**src/hw/rtl/cce_pkg.sv**
```systemverilog
`timescale 1ns / 1ps
// ----------------------------------------------------------------------------
// CRC engine package
// Shared types, register indexes, width codes and bit helpers.
// ----------------------------------------------------------------------------
package cce_pkg;

	localparam int CRC_W     = 32;
	localparam int BYTE_W    = 8;
	localparam int CFG_IDX_W = 3;

	// width_mode codes
	localparam logic [1:0] MODE_W7  = 2'd0;
	localparam logic [1:0] MODE_W8  = 2'd1;
	localparam logic [1:0] MODE_W16 = 2'd2;
	localparam logic [1:0] MODE_W32 = 2'd3;

	// configuration register indexes
	localparam logic [CFG_IDX_W-1:0] REG_WIDTH_MODE     = 3'd0;
	localparam logic [CFG_IDX_W-1:0] REG_POLYNOMIAL     = 3'd1;
	localparam logic [CFG_IDX_W-1:0] REG_START_VALUE    = 3'd2;
	localparam logic [CFG_IDX_W-1:0] REG_REFLECT_INPUT  = 3'd3;
	localparam logic [CFG_IDX_W-1:0] REG_REFLECT_OUTPUT = 3'd4;

	// reset values
	localparam logic [1:0]       RST_WIDTH_MODE  = MODE_W32;
	localparam logic [CRC_W-1:0] RST_POLYNOMIAL  = 32'h04C1_1DB7;
	localparam logic [CRC_W-1:0] RST_START_VALUE = 32'h0000_0000;

	typedef struct packed {
		logic [1:0]       width_mode;
		logic [CRC_W-1:0] polynomial;
		logic [CRC_W-1:0] start_value;
		logic             reflect_input;
		logic             reflect_output;
	} cfg_t;

	function automatic logic [CRC_W-1:0] width_mask(input logic [1:0] mode);
		logic [CRC_W-1:0] m;
		case (mode)
			MODE_W7:  m = 32'h0000_007F;
			MODE_W8:  m = 32'h0000_00FF;
			MODE_W16: m = 32'h0000_FFFF;
			default:  m = 32'hFFFF_FFFF;
		endcase
		return m;
	endfunction

	function automatic logic [CRC_W-1:0] top_bit(input logic [1:0] mode);
		logic [CRC_W-1:0] t;
		case (mode)
			MODE_W7:  t = 32'h0000_0040;
			MODE_W8:  t = 32'h0000_0080;
			MODE_W16: t = 32'h0000_8000;
			default:  t = 32'h8000_0000;
		endcase
		return t;
	endfunction

	function automatic logic [7:0] rev8(input logic [7:0] v);
		logic [7:0] r;
		for (int i = 0; i < 8; i++) begin
			r[i] = v[7-i];
		end
		return r;
	endfunction

	function automatic logic [15:0] rev16(input logic [15:0] v);
		logic [15:0] r;
		for (int i = 0; i < 16; i++) begin
			r[i] = v[15-i];
		end
		return r;
	endfunction

endpackage

```
**src/hw/rtl/cce_if.sv**
```systemverilog
`timescale 1ns / 1ps
// ----------------------------------------------------------------------------
// CRC engine stream interfaces
// Byte input channel and CRC result channel, valid/ready handshake.
// ----------------------------------------------------------------------------
interface cce_byte_if;
	logic       valid;
	logic       ready;
	logic [7:0] data_byte;
	logic       last_byte;

	modport source (output valid, output data_byte, output last_byte, input ready);
	modport sink   (input valid, input data_byte, input last_byte, output ready);
endinterface

interface cce_crc_if;
	logic        valid;
	logic        ready;
	logic [31:0] crc_value;

	modport source (output valid, output crc_value, input ready);
	modport sink   (input valid, input crc_value, output ready);
endinterface

```
**src/hw/rtl/cce_cfg_regs.sv**
```systemverilog
`timescale 1ns / 1ps
// ----------------------------------------------------------------------------
// CRC engine configuration registers
// Write-only register file; unknown indexes are dropped.
// ----------------------------------------------------------------------------
module cce_cfg_regs import cce_pkg::*; (
	input  logic                 clk,
	input  logic                 arst_n,
	input  logic                 wr_en,
	input  logic [CFG_IDX_W-1:0] wr_index,
	input  logic [CRC_W-1:0]     wr_data,
	output cfg_t                 cfg
);

	cfg_t cfg_q;

	always_ff @(posedge clk or negedge arst_n) begin
		if (!arst_n) begin
			cfg_q.width_mode     <= RST_WIDTH_MODE;
			cfg_q.polynomial     <= RST_POLYNOMIAL;
			cfg_q.start_value    <= RST_START_VALUE;
			cfg_q.reflect_input  <= 1'b0;
			cfg_q.reflect_output <= 1'b0;
		end else if (wr_en) begin
			case (wr_index)
				REG_WIDTH_MODE:     cfg_q.width_mode     <= wr_data[1:0];
				REG_POLYNOMIAL:     cfg_q.polynomial     <= wr_data;
				REG_START_VALUE:    cfg_q.start_value    <= wr_data;
				REG_REFLECT_INPUT:  cfg_q.reflect_input  <= wr_data[0];
				REG_REFLECT_OUTPUT: cfg_q.reflect_output <= wr_data[0];
				default: ;
			endcase
		end
	end

	assign cfg = cfg_q;

endmodule

```
**src/hw/rtl/cce_byte_update.sv**
```systemverilog
`timescale 1ns / 1ps
// ----------------------------------------------------------------------------
// CRC engine byte update
// Folds one byte into the running CRC and forms the finished result.
// ----------------------------------------------------------------------------
module cce_byte_update import cce_pkg::*; (
	input  cfg_t              cfg,
	input  logic [CRC_W-1:0]  crc_in,
	input  logic              msg_start,
	input  logic [BYTE_W-1:0] data,
	output logic [CRC_W-1:0]  crc_next,
	output logic [CRC_W-1:0]  crc_result
);

	logic [CRC_W-1:0]  mask;
	logic [CRC_W-1:0]  top;
	logic [CRC_W-1:0]  base;
	logic [BYTE_W-1:0] b;
	logic [CRC_W-1:0]  x;

	assign mask = width_mask(cfg.width_mode);
	assign top  = top_bit(cfg.width_mode);
	assign base = (msg_start ? cfg.start_value : crc_in) & mask;
	assign b    = cfg.reflect_input ? rev8(data) : data;

	always_comb begin
		case (cfg.width_mode)
			MODE_W16: x = base ^ {16'd0, b, 8'd0};
			MODE_W32: x = base ^ {b, 24'd0};
			default:  x = base ^ {24'd0, b};
		endcase
		// eight shift steps, MSB first
		for (int j = 0; j < 8; j++) begin
			if ((x & top) != '0) begin
				x = (x << 1) ^ cfg.polynomial;
			end else begin
				x = x << 1;
			end
		end
		crc_next = x & mask;
	end

	always_comb begin
		crc_result = crc_next;
		if (cfg.reflect_output) begin
			case (cfg.width_mode)
				MODE_W7, MODE_W8: crc_result = {24'd0, rev8(crc_next[7:0])};
				MODE_W16:         crc_result = {16'd0, rev16(crc_next[15:0])};
				default:          crc_result = crc_next;
			endcase
		end
	end

endmodule

```
**src/hw/rtl/configurable_crc_engine_unit.sv**
```systemverilog
`timescale 1ns / 1ps
// ----------------------------------------------------------------------------
// Configurable CRC engine
// Bytewise MSB-first CRC of width 7, 8, 16 or 32 with programmable polynomial.
// ----------------------------------------------------------------------------
// The engine takes one message byte per clock on byte_in, unless a last byte
// is held back by a full result register, and on the byte marked last_byte
// returns the finished CRC on crc_out. An input register holds each byte,
// eight unrolled shift steps fold it into the running CRC register, and the
// result register takes the CRC of a last byte, which is offered on crc_out
// from there. Bytes that are not last keep flowing while a result waits on
// crc_out; a last byte waits in the input register until the result register
// is free. The start value is loaded at the first byte of each message.
// Write the configuration only while the engine is idle.
// ----------------------------------------------------------------------------
module configurable_crc_engine_unit import cce_pkg::*; (
	input  logic                 clk,
	input  logic                 arst_n,
	input  logic                 wr_en,
	input  logic [CFG_IDX_W-1:0] wr_index,
	input  logic [CRC_W-1:0]     wr_data,
	cce_byte_if.sink             byte_in,
	cce_crc_if.source            crc_out
);

	cfg_t cfg;

	// input stage
	logic              valid_s1;
	logic [BYTE_W-1:0] data_s1;
	logic              last_s1;

	// running state
	logic [CRC_W-1:0] crc_q;
	logic             msg_start_q;

	// result register
	logic             out_valid_q;
	logic [CRC_W-1:0] out_crc_q;

	logic [CRC_W-1:0] crc_next;
	logic [CRC_W-1:0] crc_result;
	logic             out_free;
	logic             fire_s1;
	logic             accept;

	cce_cfg_regs u_cfg (
		.clk      (clk),
		.arst_n   (arst_n),
		.wr_en    (wr_en),
		.wr_index (wr_index),
		.wr_data  (wr_data),
		.cfg      (cfg)
	);

	cce_byte_update u_update (
		.cfg        (cfg),
		.crc_in     (crc_q),
		.msg_start  (msg_start_q),
		.data       (data_s1),
		.crc_next   (crc_next),
		.crc_result (crc_result)
	);

	// The result slot is free if empty or drained this cycle.
	assign out_free = !out_valid_q || crc_out.ready;
	// A byte in the input stage retires unless it is last and the slot is full.
	assign fire_s1  = valid_s1 && (!last_s1 || out_free);
	assign byte_in.ready = !valid_s1 || fire_s1;
	assign accept   = byte_in.valid && byte_in.ready;

	// Load the input stage; drop its valid once the byte retires.
	always_ff @(posedge clk or negedge arst_n) begin
		if (!arst_n) begin
			valid_s1 <= 1'b0;
		end else if (accept) begin
			valid_s1 <= 1'b1;
		end else if (fire_s1) begin
			valid_s1 <= 1'b0;
		end
	end

	always_ff @(posedge clk) begin
		if (accept) begin
			data_s1 <= byte_in.data_byte;
			last_s1 <= byte_in.last_byte;
		end
	end

	// Advance the running CRC; a last byte re-arms the start value.
	always_ff @(posedge clk or negedge arst_n) begin
		if (!arst_n) begin
			crc_q       <= '0;
			msg_start_q <= 1'b1;
		end else if (fire_s1) begin
			crc_q       <= crc_next;
			msg_start_q <= last_s1;
		end
	end

	// Hold the result until the sink takes it.
	always_ff @(posedge clk or negedge arst_n) begin
		if (!arst_n) begin
			out_valid_q <= 1'b0;
		end else if (fire_s1 && last_s1) begin
			out_valid_q <= 1'b1;
		end else if (crc_out.ready) begin
			out_valid_q <= 1'b0;
		end
	end

	always_ff @(posedge clk) begin
		if (fire_s1 && last_s1) begin
			out_crc_q <= crc_result;
		end
	end

	assign crc_out.valid     = out_valid_q;
	assign crc_out.crc_value = out_crc_q;

	// A last byte always lands a result.
	a_last_gives_result: assert property (@(posedge clk) disable iff (!arst_n)
		fire_s1 && last_s1 |=> out_valid_q)
		else $error("last byte retired without a result");

	// The message start flag follows the last mark of the retired byte.
	a_start_tracks_last: assert property (@(posedge clk) disable iff (!arst_n)
		fire_s1 |=> msg_start_q == $past(last_s1))
		else $error("message start flag out of step");

	// The running CRC never carries bits above the configured width.
	a_crc_masked: assert property (@(posedge clk) disable iff (!arst_n)
		fire_s1 |=> (crc_q & ~width_mask(cfg.width_mode)) == '0)
		else $error("running CRC exceeds width");

	// A full result slot that is not drained blocks a last byte.
	a_no_overwrite: assert property (@(posedge clk) disable iff (!arst_n)
		out_valid_q && !crc_out.ready |-> !(fire_s1 && last_s1))
		else $error("result overwritten before it was taken");

endmodule

```
**src/flat_wrapper.sv**
```systemverilog
// flat-port wrapper written by rule: the top's interface ports become plain ports
module configurable_crc_engine_unit_flat import cce_pkg::*;
  (clk, arst_n, wr_en, wr_index, wr_data, byte_in_valid, byte_in_data_byte, byte_in_last_byte, byte_in_ready, crc_out_valid, crc_out_crc_value, crc_out_ready);
  cce_byte_if byte_in_i ();
  cce_crc_if crc_out_i ();
  input  logic clk;
  input  logic arst_n;
  input  logic wr_en;
  input  logic [CFG_IDX_W-1:0] wr_index;
  input  logic [CRC_W-1:0] wr_data;
  input wire logic [$bits(byte_in_i.valid)-1:0] byte_in_valid;
  input wire logic [$bits(byte_in_i.data_byte)-1:0] byte_in_data_byte;
  input wire logic [$bits(byte_in_i.last_byte)-1:0] byte_in_last_byte;
  output wire logic [$bits(byte_in_i.ready)-1:0] byte_in_ready;
  output wire logic [$bits(crc_out_i.valid)-1:0] crc_out_valid;
  output wire logic [$bits(crc_out_i.crc_value)-1:0] crc_out_crc_value;
  input wire logic [$bits(crc_out_i.ready)-1:0] crc_out_ready;
  assign byte_in_i.valid = byte_in_valid;
  assign byte_in_i.data_byte = byte_in_data_byte;
  assign byte_in_i.last_byte = byte_in_last_byte;
  assign byte_in_ready = byte_in_i.ready;
  assign crc_out_valid = crc_out_i.valid;
  assign crc_out_crc_value = crc_out_i.crc_value;
  assign crc_out_i.ready = crc_out_ready;
  configurable_crc_engine_unit u_core (.clk(clk), .arst_n(arst_n), .wr_en(wr_en), .wr_index(wr_index), .wr_data(wr_data), .byte_in(byte_in_i), .crc_out(crc_out_i));
endmodule
```
**config.mk**
```make
export PLATFORM = sky130hd
export DESIGN_NAME = configurable_crc_engine_unit_flat
export DESIGN_NICKNAME = d
export VERILOG_FILES = /design/src/hw/rtl/cce_pkg.sv /design/src/hw/rtl/cce_if.sv /design/src/hw/rtl/cce_cfg_regs.sv /design/src/hw/rtl/cce_byte_update.sv /design/src/hw/rtl/configurable_crc_engine_unit.sv /design/src/flat_wrapper.sv
export SDC_FILE = /design/constraint.sdc
export NUM_CORES = 1
export LEC_CHECK = 0
export ABC_AREA = 1
export BUFFER_PORTS_ARGS = -buffer_cell sky130_fd_sc_hd__buf_2
export CAP_MARGIN = 10
export CORE_MARGIN = 1
export CORE_UTILIZATION = 60
export DETAILED_ROUTE_END_ITERATION = 16
export PLACE_DENSITY_LB_ADDON = 0.25
export SETUP_SLACK_MARGIN = 0.02
export SLEW_MARGIN = 20
export SYNTH_ARGS = -nofsm -noshare
export SYNTH_HDL_FRONTEND = slang
export SYNTH_SLANG_ARGS = --single-unit
```
**constraint.sdc**
```tcl
create_clock -name clk -period 7.8 [get_ports clk]
set_clock_uncertainty 0.2 [all_clocks]
set_input_delay 1.56 -clock clk [delete_from_list [all_inputs] [get_ports clk]]
set_output_delay 1.56 -clock clk [all_outputs]
set_load 0.01 [all_outputs]
```
==> flow_summary.json <==
{
  "cts.sinks": 144,
  "syn_to_final_growth_pct": 9.632,
  "period_share_pct": 90.49,
  "seqCellArea_mm2": 0.003830,
  "nFillCells": 1713,
  "viasPerCell": 5.517,
  "crit_slowest_cell": "dfstp_2",
  "syn_nets": 1693,
  "setup-tns-final_ns": 0,
  "critPathRequiredTime_ns": 7.78,
  "dpl.cell_count": 1890,
  "grt_pass1_vias": 9628,
  "dr.pass1.iters": 8,
  "syn_inst": 1644,
  "slowest_delay_ns": 0.59,
  "cts_tree": "done",
  "critPathArrivalTime_ns": 7.04,
  "overflow": 0,
  "ctsRootBufferMaster": "clkbuf_16",
  "ioPinCount": 83,
  "stdcell_area_mm2": 0.01260,
  "synth_top_area_share_pct": 20.37,
  "vias": 10640,
  "max_slew_margin_pct": 30.34,
  "routed_wl_um": 31790,
  "h-tree-depth": 4,
  "slew_viol_final": 0,
  "hold_depth": 2,
  "dieHeight_um": 140.4,
  "outcome": "finished, final reports clean",
  "synth_area_leaders": "nand2_1 (20%), dfrtp_1 (19%), xor2_1 (13%), edfxtp_1 (11%), nand3_1 (4.6%)",
  "reg2regPathDepth": 44,
  "final_common_cell": "nand2_1",
  "antenna_found_initial": 0,
  "final_hold_viol_count": 0,
  "drv_cap": 0,
  "synthesis.area_mm2": 0.01150,
  "min_period_ns": 7.059,
  "grtUsageTotal_pct": 33.54,
  "holdCritPathClass": "register to register",
  "diodes": 0,
  "finalNetCount": 1730,
  "dpl-instance-area_mm2": 0.01193,
  "multiInputGateArea_mm2": 0.006694,
  "ys_types": 36,
  "clk_pin_slew_ns": 0.06,
  "row_count": 50,
  "cts_buffers": 17,
  "ant_nets": 0,
  "drive_gt1_share_pct": 13.28,
  "worstPathMaxFanout": 23,
  "start_kind": "register",
  "synth_warnings": 0,
  "die_area_mm2": 0.01972,
  "route.detailed.drc": 0,
  "ys_seq_elements": 144,
  "mostFrequentLayoutCells": "nand2_1 (622), xor2_1 (170), inv_1 (128)",
  "clk_latency_ns": 0.44,
  "fin_cells": 1928,
  "yosysSeqAreaShare_pct": 33.32,
  "worst_slew_pin_slew_ns": 1.041,
  "grt_pass1_wl_um": 50930,
  "crit_top_cell": "nand2_1",
  "clock_path_buffers": 2,
  "gp_congestion": 1.004,
  "core_mm2": 0.01877,
  "dieWidth_um": 140.4,
  "place_hpwl_um": 23980,
  "setup_viol": 0,
  "first_iter_violations": 893,
  "detail_route.wl_per_cell_um": 16.49,
  "critPathKind": "register to register",
  "max_freq_ghz": 0.1417,
  "cts_hold_buf": 0,
  "avgSynthCellArea_um2": 6.993,
  "synth_top_cell_by_area": "nand2_1",
  "cp-end-kind": "register",
  "grt_max_degree": 77,
  "initial_utilization_pct": 61.25,
  "rsz0062_at_grt": "false",
  "io_buffers": 82
}
timing repair:
action,in CTS,in global routing
resized for setup,0,4
buffers inserted,0,5
hold endpoints to repair,0,0
endpoints found under the setup margin,0,64
registers in the layout, summed over array words and instances, names as in the netlist:
register                  cells
u_core.u_cfg.cfg             68
u_core.msg_start_q            1
u_core.crc_out.crc_value     32
u_core.crc_q                 32
u_core.data_s1                8
u_core.crc_out.valid          1
u_core.last_s1                1
u_core.valid_s1               1
cell families after synthesis:
group	share of synthesized area [%]
DFF	33.32
xor gates and xnor gates	17.39
muxes	0.5224
buffers and inverters	8.870
AOI/OAI and AO/OA	7.749
and+or+nand+nor	32.15
area by class of cell:
type | count | area share (%)
tap | 234 | 2.323
clock buffer | 20 | 3.802
multi-input combinational | 1256 | 53.11
clock inverter | 12 | 0.9034
timing repair buffer | 110 | 4.944
inverter | 152 | 4.527
sequential | 144 | 30.39
path summary, 6_finish.rpt:
path                                      startpoint                      endpoint  slack, ns
max in group asynchronous                     arst_n           u_core.u_cfg.cfg[2]       5.23
min in group asynchronous                     arst_n              u_core.crc_q[19]       0.87
worst min-delay path            u_core.u_cfg.cfg[20]          u_core.u_cfg.cfg[20]       0.29
worst max-delay path              u_core.msg_start_q  u_core.crc_out.crc_value[27]       0.74
worst min register to register  u_core.u_cfg.cfg[20]          u_core.u_cfg.cfg[20]       0.29
worst max register to register    u_core.msg_start_q  u_core.crc_out.crc_value[27]       0.74
metrics by stage:
stage / utilization, % / hold WS [ns] / setup WS, ns
final: 67.15 / 0.2862 / 0.7415
after global routing: 67.15 / 0.3103 / 0.004267
after CTS: 66.74 / 0.2840 / 0.5307
after detailed placement: 63.58 / 0.2684 / 0.5472
after global placement: 63.58 / 0.2632 / 0.7003
after floorplan: - / 0.2457 / 2.643
cells in the mapped netlist, drive strengths merged:
master / n
inv: 147
nand4: 25
o21ai: 143
xnor3: 11
o211ai: 3
edfxtp: 41
nand2: 644
xor2: 170
nand3: 113
o22ai: 2
xnor2: 30
nand3b: 5
clkbuf: 34
dfstp: 17
or2: 7
o21bai: 8
a21oi: 13
clkinv: 5
buf: 59
dfrtp: 86
nor2: 75
mux2i: 6
worst max-delay path, delay by kind of cell, from the launching register on:
family        cells  cell delay [ns]
buf+inv          10             1.37
simple gates     34             4.63
flops             1             0.59
per-layer routing:
| metal | part of all wire [%] | GRT usage [%] | vias to the layer above | routed length, µm |
|---|---|---|---|---|
| met2 | 43 | 50.97 | 435 | 13780 |
| met4 | 2.5 | 10.76 | 0 | 792 |
| li1 | - | - | 5219 | - |
| met3 | 8.1 | 6.564 | 57 | 2569 |
| met1 | 46 | 47.98 | 4926 | 14650 |
| met5 | 0 | 0 | - | 0 |
Power is not shown: default switching activity piles up to over one toggle a cycle in this logic, so the estimate is an artifact.
